## config.mk

```make
export PLATFORM = sky130hd
export DESIGN_NAME = labelled_relation_bit_matrix
export DESIGN_NICKNAME = d
export VERILOG_FILES = /design/src/design/lrbm_pkg.sv /design/src/design/lrbm_fifo.sv /design/src/design/lrbm_front.sv /design/src/design/lrbm_back.sv /design/src/design/labelled_relation_bit_matrix.sv
export SDC_FILE = /design/constraint.sdc
export NUM_CORES = 2
export LEC_CHECK = 0
export ABC_AREA = 0
export BUFFER_PORTS_ARGS = -buffer_cell sky130_fd_sc_hd__buf_2
export CAP_MARGIN = 20
export CORE_MARGIN = 1
export CORE_UTILIZATION = 40
export DETAILED_ROUTE_END_ITERATION = 8
export PLACE_DENSITY = 0.58
export SYNTH_ARGS = -nofsm -noshare
export SYNTH_HDL_FRONTEND = slang
export SYNTH_SLANG_ARGS = --single-unit
export TNS_END_PERCENT = 30
```

## constraint.sdc

```tcl
create_clock -name clk -period 5.12 [get_ports clk]
set_input_delay 0.256 -clock clk [delete_from_list [all_inputs] [get_ports clk]]
set_output_delay 0.256 -clock clk [all_outputs]
set_load 0.1 [all_outputs]
```

## src/design/lrbm_pkg.sv

```systemverilog
// Shared types and codes for the labelled relation bit matrix.
package lrbm_pkg;

  // Item kinds carried by an input transaction.
  localparam logic [2:0] KIND_LOAD_LABEL = 3'd0;
  localparam logic [2:0] KIND_CLEAR      = 3'd1;
  localparam logic [2:0] KIND_ADD_LABEL  = 3'd2;
  localparam logic [2:0] KIND_ADD_INDEX  = 3'd3;
  localparam logic [2:0] KIND_CONTAINS   = 3'd4;
  localparam logic [2:0] KIND_INDEX_OF   = 3'd5;

  // Result status codes.
  localparam logic [1:0] STAT_OK        = 2'd0;
  localparam logic [1:0] STAT_RANGE     = 2'd1;
  localparam logic [1:0] STAT_NOT_FOUND = 2'd2;
  localparam logic [1:0] STAT_DUPLICATE = 2'd3;

  // Operations handed from the front end to the matrix engine.
  localparam logic [1:0] OP_NONE  = 2'd0;
  localparam logic [1:0] OP_CLEAR = 2'd1;
  localparam logic [1:0] OP_ADD   = 2'd2;
  localparam logic [1:0] OP_TEST  = 2'd3;

  // Register index of the element count on the configuration port.
  localparam logic REG_ELEM_CNT = 1'b0;

  typedef struct packed {
    logic [2:0]          kind;
    logic [3:0]          src_idx;
    logic [3:0]          tgt_idx;
    logic signed [31:0]  source_label;
    logic signed [31:0]  target_label;
  } in_item_t;

  typedef struct packed {
    logic [1:0] status;
    logic       member;
    logic [3:0] found_index;
    logic [8:0] pair_total;
  } out_item_t;

endpackage

```

## src/design/lrbm_fifo.sv

```systemverilog
// Small register-based first-in first-out queue.
module lrbm_fifo #(
  parameter int WIDTH = 8,
  parameter int DEPTH = 2
) (
  input  logic             clk,
  input  logic             rst_n,
  input  logic             wr_en,
  input  logic [WIDTH-1:0] wr_data,
  output logic             full,
  input  logic             rd_en,
  output logic [WIDTH-1:0] rd_data,
  output logic             empty
);

  localparam int PTR_W = (DEPTH > 1) ? $clog2(DEPTH) : 1;
  localparam int CNT_W = $clog2(DEPTH + 1);

  logic [WIDTH-1:0] mem_r [DEPTH];
  logic [PTR_W-1:0] wr_ptr_r, wr_ptr_nxt;
  logic [PTR_W-1:0] rd_ptr_r, rd_ptr_nxt;
  logic [CNT_W-1:0] count_r, count_nxt;
  logic             do_wr, do_rd;

  // Status flags and the head entry.
  assign full    = (count_r == CNT_W'(DEPTH));
  assign empty   = (count_r == '0);
  assign rd_data = mem_r[rd_ptr_r];
  assign do_wr   = wr_en && !full;
  assign do_rd   = rd_en && !empty;

  // Pointer and occupancy updates with wrap at the queue depth.
  always_comb begin
    wr_ptr_nxt = wr_ptr_r;
    rd_ptr_nxt = rd_ptr_r;
    count_nxt  = count_r;
    if (do_wr) begin
      wr_ptr_nxt = (wr_ptr_r == PTR_W'(DEPTH - 1)) ? '0 : wr_ptr_r + 1'b1;
    end
    if (do_rd) begin
      rd_ptr_nxt = (rd_ptr_r == PTR_W'(DEPTH - 1)) ? '0 : rd_ptr_r + 1'b1;
    end
    if (do_wr && !do_rd) begin
      count_nxt = count_r + 1'b1;
    end else if (do_rd && !do_wr) begin
      count_nxt = count_r - 1'b1;
    end
  end

  always_ff @(posedge clk) begin
    if (!rst_n) begin
      wr_ptr_r <= '0;
      rd_ptr_r <= '0;
      count_r  <= '0;
    end else begin
      wr_ptr_r <= wr_ptr_nxt;
      rd_ptr_r <= rd_ptr_nxt;
      count_r  <= count_nxt;
    end
  end

  // Entry storage needs no reset.
  always_ff @(posedge clk) begin
    if (do_wr) begin
      mem_r[wr_ptr_r] <= wr_data;
    end
  end

endmodule

```

## src/design/lrbm_front.sv

```systemverilog
// Front end: takes items, owns the label table and resolves labels and ranges.
module lrbm_front #(
  parameter int MAX_ELEMENTS = 16,
  parameter int LABEL_WIDTH  = 32,
  parameter int IDX_W        = 4,
  parameter int CMD_W        = 16
) (
  input  logic               clk,
  input  logic               rst_n,
  input  logic [4:0]         live_n,
  input  logic               push,
  input  lrbm_pkg::in_item_t in_data,
  output logic               full,
  output logic               cmd_push,
  output logic [CMD_W-1:0]   cmd_data,
  input  logic               cmd_full
);

  typedef struct packed {
    logic [1:0]       op;
    logic [1:0]       status;
    logic [3:0]       found;
    logic [IDX_W-1:0] row;
    logic [IDX_W-1:0] col;
  } cmd_t;

  lrbm_pkg::in_item_t      item_r;
  logic                    valid_r;
  logic [LABEL_WIDTH-1:0]  label_tbl_r [MAX_ELEMENTS];
  logic [MAX_ELEMENTS-1:0] loaded_r;

  logic [LABEL_WIDTH-1:0]  key_s, key_t;
  logic [MAX_ELEMENTS-1:0] in_use, match_s, match_t, self_s;
  logic                    hit_s, hit_t, dup, si_ok, ti_ok, load_en;
  logic [IDX_W-1:0]        idx_s, idx_t, si_idx, ti_idx;
  cmd_t                    cmd;

  // One item is held at a time; it leaves once the command queue has room.
  assign full     = valid_r;
  assign cmd_push = valid_r && !cmd_full;
  assign cmd_data = cmd;

  // Labels are compared in their low bits only.
  assign key_s  = LABEL_WIDTH'($unsigned(item_r.source_label));
  assign key_t  = LABEL_WIDTH'($unsigned(item_r.target_label));
  assign si_ok  = ({1'b0, item_r.src_idx} < live_n);
  assign ti_ok  = ({1'b0, item_r.tgt_idx} < live_n);
  assign si_idx = IDX_W'(item_r.src_idx);
  assign ti_idx = IDX_W'(item_r.tgt_idx);

  // Parallel match of both labels against every loaded slot in use.
  always_comb begin
    for (int i = 0; i < MAX_ELEMENTS; i++) begin
      in_use[i]  = loaded_r[i] && (i < int'(live_n));
      match_s[i] = in_use[i] && (label_tbl_r[i] == key_s);
      match_t[i] = in_use[i] && (label_tbl_r[i] == key_t);
      self_s[i]  = (i == int'(item_r.src_idx));
    end
  end

  // Lowest matching slot wins.
  always_comb begin
    hit_s = 1'b0;
    hit_t = 1'b0;
    idx_s = '0;
    idx_t = '0;
    for (int i = MAX_ELEMENTS - 1; i >= 0; i--) begin
      if (match_s[i]) begin
        hit_s = 1'b1;
        idx_s = IDX_W'(i);
      end
      if (match_t[i]) begin
        hit_t = 1'b1;
        idx_t = IDX_W'(i);
      end
    end
  end

  assign dup = |(match_s & ~self_s);

  // Classification into a matrix operation with any early status.
  always_comb begin
    cmd     = '0;
    load_en = 1'b0;
    unique case (item_r.kind)
      lrbm_pkg::KIND_LOAD_LABEL: begin
        if (!si_ok) begin
          cmd.status = lrbm_pkg::STAT_RANGE;
        end else if (dup) begin
          cmd.status = lrbm_pkg::STAT_DUPLICATE;
        end else begin
          load_en = 1'b1;
        end
      end
      lrbm_pkg::KIND_CLEAR: begin
        cmd.op = lrbm_pkg::OP_CLEAR;
      end
      lrbm_pkg::KIND_ADD_LABEL: begin
        if (hit_s && hit_t) begin
          cmd.op  = lrbm_pkg::OP_ADD;
          cmd.row = idx_s;
          cmd.col = idx_t;
        end else begin
          cmd.status = lrbm_pkg::STAT_NOT_FOUND;
        end
      end
      lrbm_pkg::KIND_ADD_INDEX, lrbm_pkg::KIND_CONTAINS: begin
        if (si_ok && ti_ok) begin
          cmd.op  = (item_r.kind == lrbm_pkg::KIND_ADD_INDEX) ?
                    lrbm_pkg::OP_ADD : lrbm_pkg::OP_TEST;
          cmd.row = si_idx;
          cmd.col = ti_idx;
        end else begin
          cmd.status = lrbm_pkg::STAT_RANGE;
        end
      end
      lrbm_pkg::KIND_INDEX_OF: begin
        if (hit_s) begin
          cmd.found = 4'(idx_s);
        end else begin
          cmd.status = lrbm_pkg::STAT_NOT_FOUND;
        end
      end
      default: begin
        cmd = '0;
      end
    endcase
  end

  // Holding register for the item and the loaded flags.
  always_ff @(posedge clk) begin
    if (!rst_n) begin
      valid_r  <= 1'b0;
      loaded_r <= '0;
    end else begin
      if (push && !full) begin
        valid_r <= 1'b1;
      end else if (cmd_push) begin
        valid_r <= 1'b0;
      end
      if (cmd_push && load_en) begin
        loaded_r[si_idx] <= 1'b1;
      end
    end
  end

  // Payload storage: the item and the label table.
  always_ff @(posedge clk) begin
    if (push && !full) begin
      item_r <= in_data;
    end
    if (cmd_push && load_en) begin
      label_tbl_r[si_idx] <= key_s;
    end
  end

endmodule

```

## src/design/lrbm_back.sv

```systemverilog
// Back end: carries out matrix operations and keeps the pair count.
module lrbm_back #(
  parameter int MAX_ELEMENTS = 16,
  parameter int IDX_W        = 4,
  parameter int CMD_W        = 16
) (
  input  logic                clk,
  input  logic                rst_n,
  input  logic [CMD_W-1:0]    cmd_data,
  input  logic                cmd_empty,
  output logic                cmd_pop,
  output logic                res_push,
  output lrbm_pkg::out_item_t res_data,
  input  logic                res_full
);

  localparam int PT_W = $clog2(MAX_ELEMENTS * MAX_ELEMENTS + 1);

  typedef struct packed {
    logic [1:0]       op;
    logic [1:0]       status;
    logic [3:0]       found;
    logic [IDX_W-1:0] row;
    logic [IDX_W-1:0] col;
  } cmd_t;

  cmd_t                    cmd;
  logic [MAX_ELEMENTS-1:0] rows_r [MAX_ELEMENTS];
  logic [MAX_ELEMENTS-1:0] cur_row;
  logic [PT_W-1:0]         counter_r, counter_nxt;
  logic                    fire, bit_set;

  assign cmd      = cmd_t'(cmd_data);
  assign fire     = !cmd_empty && !res_full;
  assign cmd_pop  = fire;
  assign res_push = fire;
  assign cur_row  = rows_r[cmd.row];
  assign bit_set  = cur_row[cmd.col];

  // Pair count after this operation.
  always_comb begin
    unique case (cmd.op)
      lrbm_pkg::OP_CLEAR: counter_nxt = '0;
      lrbm_pkg::OP_ADD:   counter_nxt = bit_set ? counter_r : counter_r + 1'b1;
      default:            counter_nxt = counter_r;
    endcase
  end

  // Result transaction.
  always_comb begin
    res_data.status      = cmd.status;
    res_data.member      = (cmd.op == lrbm_pkg::OP_TEST) && bit_set;
    res_data.found_index = cmd.found;
    res_data.pair_total  = 9'(counter_nxt);
  end

  // Matrix rows and count; reset and clear empty the whole matrix at once.
  always_ff @(posedge clk) begin
    if (!rst_n) begin
      counter_r <= '0;
      for (int i = 0; i < MAX_ELEMENTS; i++) begin
        rows_r[i] <= '0;
      end
    end else if (fire) begin
      counter_r <= counter_nxt;
      if (cmd.op == lrbm_pkg::OP_CLEAR) begin
        for (int i = 0; i < MAX_ELEMENTS; i++) begin
          rows_r[i] <= '0;
        end
      end else if (cmd.op == lrbm_pkg::OP_ADD) begin
        rows_r[cmd.row][cmd.col] <= 1'b1;
      end
    end
  end

endmodule

```

## src/design/labelled_relation_bit_matrix.sv

```systemverilog
// Top level of the labelled relation bit matrix.
//
// Items enter through a queue-style port: in_data is taken at an edge where
// push is high and full is low. Results leave the same way: the oldest result
// sits on out_data while empty is low and is taken at an edge with pop high.
// Every item gives exactly one result, in order.
// The element count is written over the APB-style port at byte address 0.
// An item is held in the front end, where label matches against all slots
// and range checks are resolved, then goes through a queue to the matrix
// engine, which writes its result to the output queue. full is high while
// the front end holds an item, so it takes no new one until that has left.
// Queues of two entries sit between the front end and the engine and after
// the engine. Reset empties the matrix, the pair count, the loaded flags, the
// element count and both queues at once. While pop stays low, results gather
// in the output queue, then the engine stops, the middle queue fills and
// full stays high; nothing is lost.
module labelled_relation_bit_matrix #(
  parameter int MAX_ELEMENTS = 16,
  parameter int LABEL_WIDTH  = 32
) (
  input  logic                clk,
  input  logic                rst_n,
  input  logic                push,
  output logic                full,
  input  lrbm_pkg::in_item_t  in_data,
  output logic                empty,
  input  logic                pop,
  output lrbm_pkg::out_item_t out_data,
  input  logic                psel,
  input  logic                penable,
  input  logic                pwrite,
  input  logic [2:0]          paddr,
  input  logic [31:0]         pwdata,
  output logic [31:0]         prdata,
  output logic                pready
);

  localparam int IDX_W  = (MAX_ELEMENTS > 1) ? $clog2(MAX_ELEMENTS) : 1;
  localparam int CMD_W  = 8 + 2 * IDX_W;
  localparam int RES_W  = $bits(lrbm_pkg::out_item_t);

  logic [4:0]          elem_cnt_r;
  logic [4:0]          live_n;
  logic                reg_hit;
  logic                cmd_push, cmd_full, cmd_pop, cmd_empty;
  logic [CMD_W-1:0]    cmd_wr, cmd_rd;
  logic                res_push, res_full;
  lrbm_pkg::out_item_t res_data;
  logic [RES_W-1:0]    res_rd;

  // Configuration register.
  assign pready  = 1'b1;
  assign reg_hit = (paddr[2] == lrbm_pkg::REG_ELEM_CNT);
  assign prdata  = reg_hit ? {27'd0, elem_cnt_r} : 32'd0;

  always_ff @(posedge clk) begin
    if (!rst_n) begin
      elem_cnt_r <= '0;
    end else if (psel && penable && pwrite && pready && reg_hit) begin
      elem_cnt_r <= pwdata[4:0];
    end
  end

  // A count above the table size acts as the table size.
  assign live_n = (int'(elem_cnt_r) > MAX_ELEMENTS) ?
                  5'(MAX_ELEMENTS) : elem_cnt_r;

  lrbm_front #(
    .MAX_ELEMENTS (MAX_ELEMENTS),
    .LABEL_WIDTH  (LABEL_WIDTH),
    .IDX_W        (IDX_W),
    .CMD_W        (CMD_W)
  ) u_front (
    .clk      (clk),
    .rst_n    (rst_n),
    .live_n   (live_n),
    .push     (push),
    .in_data  (in_data),
    .full     (full),
    .cmd_push (cmd_push),
    .cmd_data (cmd_wr),
    .cmd_full (cmd_full)
  );

  lrbm_fifo #(
    .WIDTH (CMD_W),
    .DEPTH (2)
  ) u_cmd_fifo (
    .clk     (clk),
    .rst_n   (rst_n),
    .wr_en   (cmd_push),
    .wr_data (cmd_wr),
    .full    (cmd_full),
    .rd_en   (cmd_pop),
    .rd_data (cmd_rd),
    .empty   (cmd_empty)
  );

  lrbm_back #(
    .MAX_ELEMENTS (MAX_ELEMENTS),
    .IDX_W        (IDX_W),
    .CMD_W        (CMD_W)
  ) u_back (
    .clk       (clk),
    .rst_n     (rst_n),
    .cmd_data  (cmd_rd),
    .cmd_empty (cmd_empty),
    .cmd_pop   (cmd_pop),
    .res_push  (res_push),
    .res_data  (res_data),
    .res_full  (res_full)
  );

  lrbm_fifo #(
    .WIDTH (RES_W),
    .DEPTH (2)
  ) u_res_fifo (
    .clk     (clk),
    .rst_n   (rst_n),
    .wr_en   (res_push),
    .wr_data (res_data),
    .full    (res_full),
    .rd_en   (pop),
    .rd_data (res_rd),
    .empty   (empty)
  );

  assign out_data = lrbm_pkg::out_item_t'(res_rd);

`ifndef NO_ASSERTIONS
  // An accepted item keeps the front end busy for the following cycle.
  a_busy_after_accept: assert property (@(posedge clk) disable iff (!rst_n)
    (push && !full) |=> full)
    else $error("front end free right after accepting a transaction");

  // Membership is only reported for a successful test.
  a_member_ok: assert property (@(posedge clk) disable iff (!rst_n)
    (!empty && out_data.member) |-> (out_data.status == lrbm_pkg::STAT_OK))
    else $error("member set on a failed transaction");

  // A found index is only reported with an ok status.
  a_found_ok: assert property (@(posedge clk) disable iff (!rst_n)
    (!empty && (out_data.found_index != 4'd0)) |->
      (out_data.status == lrbm_pkg::STAT_OK))
    else $error("found index set on a failed transaction");

  // The pair count never exceeds the size of the matrix.
  a_count_bound: assert property (@(posedge clk) disable iff (!rst_n)
    !empty |-> (int'(out_data.pair_total) <= MAX_ELEMENTS * MAX_ELEMENTS))
    else $error("pair count above matrix size");
`endif

endmodule

```

==> metrics.txt <==
result of the run completed; cell type of the slowest stage on the worst timing path sky130_fd_sc_hd__edfxtp_1; Clk Tree Root Cell sky130_fd_sc_hd__clkbuf_16; source-to-sink clock delay at the later pin of the worst-skew pair slightly above 700 ps; GR Util All Layers between 20% and 30%; fraction of registers with async set/reset 0%; register-to-register setup slack around 490 ps; slew margin rel. 27.22%; clock buffers created by TritonCTS 103; clk sink count 948; slew at the pin closest to its max-slew limit 1092 ps; number of instances in the placed design approximately 5600; capture point of the worst reg-to-reg path u_front.label_tbl_r[13][4]; relative area change from synthesis to final layout 16.86%; Setup-failing EPs final 0; crit path cell chain buf_4 > xnor2_1 > nand2_1 > or4_1 > nor3_1 > o22ai_1 > a22oi_1 > a2111o_1 > buf_4 > nor3_1 > nand2_1 > nor2_2 > buf_12; RePlAce Congestion about 0.96; crit path max fanout 32; critical path endpoint u_front.label_tbl_r[13][4]; HPWL after DPL approximately 110 mm; count of endpoints failing hold in the final timing report 0; number of inserted diodes 0; startpoint of the lowest-slack register-to-register path u_front.key_s[4]; Critical Path End Type flop; total negative setup slack 0 ps; sequential share of the synthesized area 55.97%; count of state elements after synthesis between 900 and 1000; largest area contributor in the synthesized netlist sky130_fd_sc_hd__edfxtp_1; crit path launch type flop; vias after detailed routing around 33000; number of pins exceeding their max-slew limit in the final report 0; number of global-route vias before repair roughly 32000; starting DRC count in detailed routing around 4100; maximum number of pins on one net before global-route repair about 110; die span in x around 340 µm; die area between 0.1 and 0.15 mm²; number of instances in the synthesized netlist approximately 4000; Post-CTS Setup Inserts 0; startpoint of the worst hold path rst_n; fraction of synthesized cell area taken by the top area cell type 42.92%; height of the chip roughly 340 µm; top-count cell post-synth sky130_fd_sc_hd__xor2_1; boundary pin count approximately 170; maximum number of buffers from clock root to sink 3; count of cells along the worst register-to-register path 13; pwr dens 374.4 mW/mm²; RSZ-0062 raised after global routing false; number of nets at the end of the flow 4399; number of placement rows 123; synthesized cell area about 0.046 mm²; first-pass GRT wire length between 200 and 250 mm; post-synth cell types 77; Port-buffer cells 110; setup ws final slightly below 500 ps; EDFF count, synth 651; total detailed-routing wirelength approximately 160 mm; worst hold-check path type input port to flop; Avg Vias per Cell 5.704; final worst path period share 90.36%; Setup Slack @ Placement 674.8 ps; primary flip-flop cell chosen by synthesis mapping sky130_fd_sc_hd__edfxtp_1; Largest stage delay, worst path 970 ps; standby leakage power between 15 and 20 nW; number of H-tree levels 3; post-detailed-route DRC marker count 0; required time at the worst-slack endpoint 5570 ps; Core Footprint roughly 0.11 mm²; average cell area after synthesis 11.37 µm²; first element of the critical path u_front.key_s[4]; highest ir drop seen on vdd between 0.0002 and 0.0003 V; remaining antenna violation count 0; synth warn 0; area post-placement just under 0.05 mm²; worst endpoint data arrival time between 5000 and 6000 ps; final standard cell area without fillers between 0.05 and 0.06 mm²; initial core utilization just over 40%; routed wire length per instance about 27 µm; global-route congestion overflow total 0; Non-Filler Instances 5856; clock-pin slew reported for the worst setup and hold paths after clock tree synthesis approximately 60 ps; proportion of layout cells with a drive suffix above 1 between 10% and 20%; clock tree from TritonCTS done; minimum period implied by the final worst setup slack 4626 ps; kind of critical path flop to flop; top cells by area in the synthesized netlist sky130_fd_sc_hd__edfxtp_1 (43%), sky130_fd_sc_hd__xor2_1 (16%), sky130_fd_sc_hd__dfxtp_1 (13%); number of detailed-routing iterations run before antenna repair 6; number of antenna violations at the first check in global routing 3; setup clock skew after layout 32.22 ps; most common library cells after synthesis sky130_fd_sc_hd__xor2_1 (810), sky130_fd_sc_hd__edfxtp_1 (651), sky130_fd_sc_hd__nand2_1 (387); Max Clock Freq approximately 220 MHz; maximum capacitance violations 0
## flip-flops by register name, indices dropped and copies added (netlist names), 5 cells and up, named ones only
name,flops
u_cmd_fifo.mem_r,32
u_front.key_s,32
u_res_fifo.mem_r,32
u_back.rows_r,256
u_front.key_t,32
u_front.loaded_r,16
elem_cnt_r,5
u_front.label_tbl_r,512
u_back.counter_r,9
## critical path: cells and delay by family, from the launching register on
family          cells  cell delay [ps]
compound gates      3              530
flops               1              970
buf+inv             3              790
xor+xnor            1              160
simple gates        6             1870
## repair_timing
| action | CTS | global route |
|---|---|---|
| hold buffers | 82 | 0 |
| gates resized for setup | 0 | 0 |
| hold endpoints to repair | 83 | 0 |
| endpoints found under the setup margin | 0 | 0 |
## cell type report
type,instances,area (µm²)
fillers,10310,59430
well taps,1500,1877
clock buffers,138,2904
repair buffers,421,3391
multi-input cells,2769,18800
inverters,27,101.3
clock inverters,53,660.6
flip-flops and latches,948,25490
## placed cells by master (no fill, tap or decap), drive strengths merged, types with 8 or more instances in the layout
cell | synthesis | final
a2111oi | 8 | 8
a21oi | 57 | 57
a22o | 43 | 43
a22oi | 74 | 74
and3 | 9 | 9
buf | 126 | 339
bufinv | 0 | 12
clkbuf | 162 | 138
clkinv | 2 | 35
conb | 2 | 28
dfxtp | 297 | 297
dlygate4sd3 | 0 | 82
edfxtp | 651 | 651
ha | 12 | 12
inv | 25 | 29
mux2 | 23 | 23
nand2 | 387 | 387
nand2b | 28 | 28
nand3 | 37 | 37
nand4 | 103 | 103
nor2 | 91 | 91
nor2b | 19 | 19
nor3 | 30 | 30
nor4 | 244 | 244
o21a | 20 | 20
o21ai | 373 | 373
o22ai | 8 | 8
or2 | 14 | 14
or3 | 17 | 17
or4 | 17 | 17
xnor2 | 217 | 217
xor2 | 810 | 810
## worst min-delay path by stage
stage / to / depth (start not counted) / slack [ps]
after floorplan: u_front.item_r[72] / 0 / 350
after global placement: u_back.rows_r[4][9] / 2 / 430
after detailed placement: u_front.key_s[13] / 1 / 430
after CTS: u_front.full / 3 / 40
after global routing: u_back.counter_r[7] / 2 / 90
final: u_front.full / 3 / 80
## metrics by stage
step,hold WS [ps],utilization [%],total power [mW]
4_1_cts,36.03,47.25,20.01
5_1_grt,93.77,47.25,20.47
3_5_place_dp,434.1,43.36,12.12
6_report,76.52,47.25,19.93
2_1_floorplan,354.9,-,10.88
3_3_place_gp,427.8,43.36,12.11
## metal layers
| metal | track usage [%] | vias to the layer above | routed length [µm] |
|---|---|---|---|
| met5 | 0 | - | 0 |
| met4 | 12.36 | 0 | 7969 |
| met3 | 4.503 | 385 | 13560 |
| met2 | 42.65 | 1612 | 72080 |
| met1 | 36.62 | 16600 | 65750 |
| li1 | - | 14810 | - |
## where the power goes
group	internal [mW]	total, mW	switching, mW
clock network	4.60	7.87	3.26
registers	8.43	8.71	0.279
logic	0.854	3.35	2.50
## cells by family after synthesis
logic type / count (synthesis) / share of synthesized area, %
compound gates: 639 / 8.444
xor+xnor: 1027 / 19.75
fa+ha+maj: 12 / 0.3296
buf+inv: 315 / 3.143
flops: 948 / 55.97
mux: 30 / 0.7225
other cells: 2 / 0.01649
simple gates: 1033 / 11.63
Power figures use the tool's default switching activity.
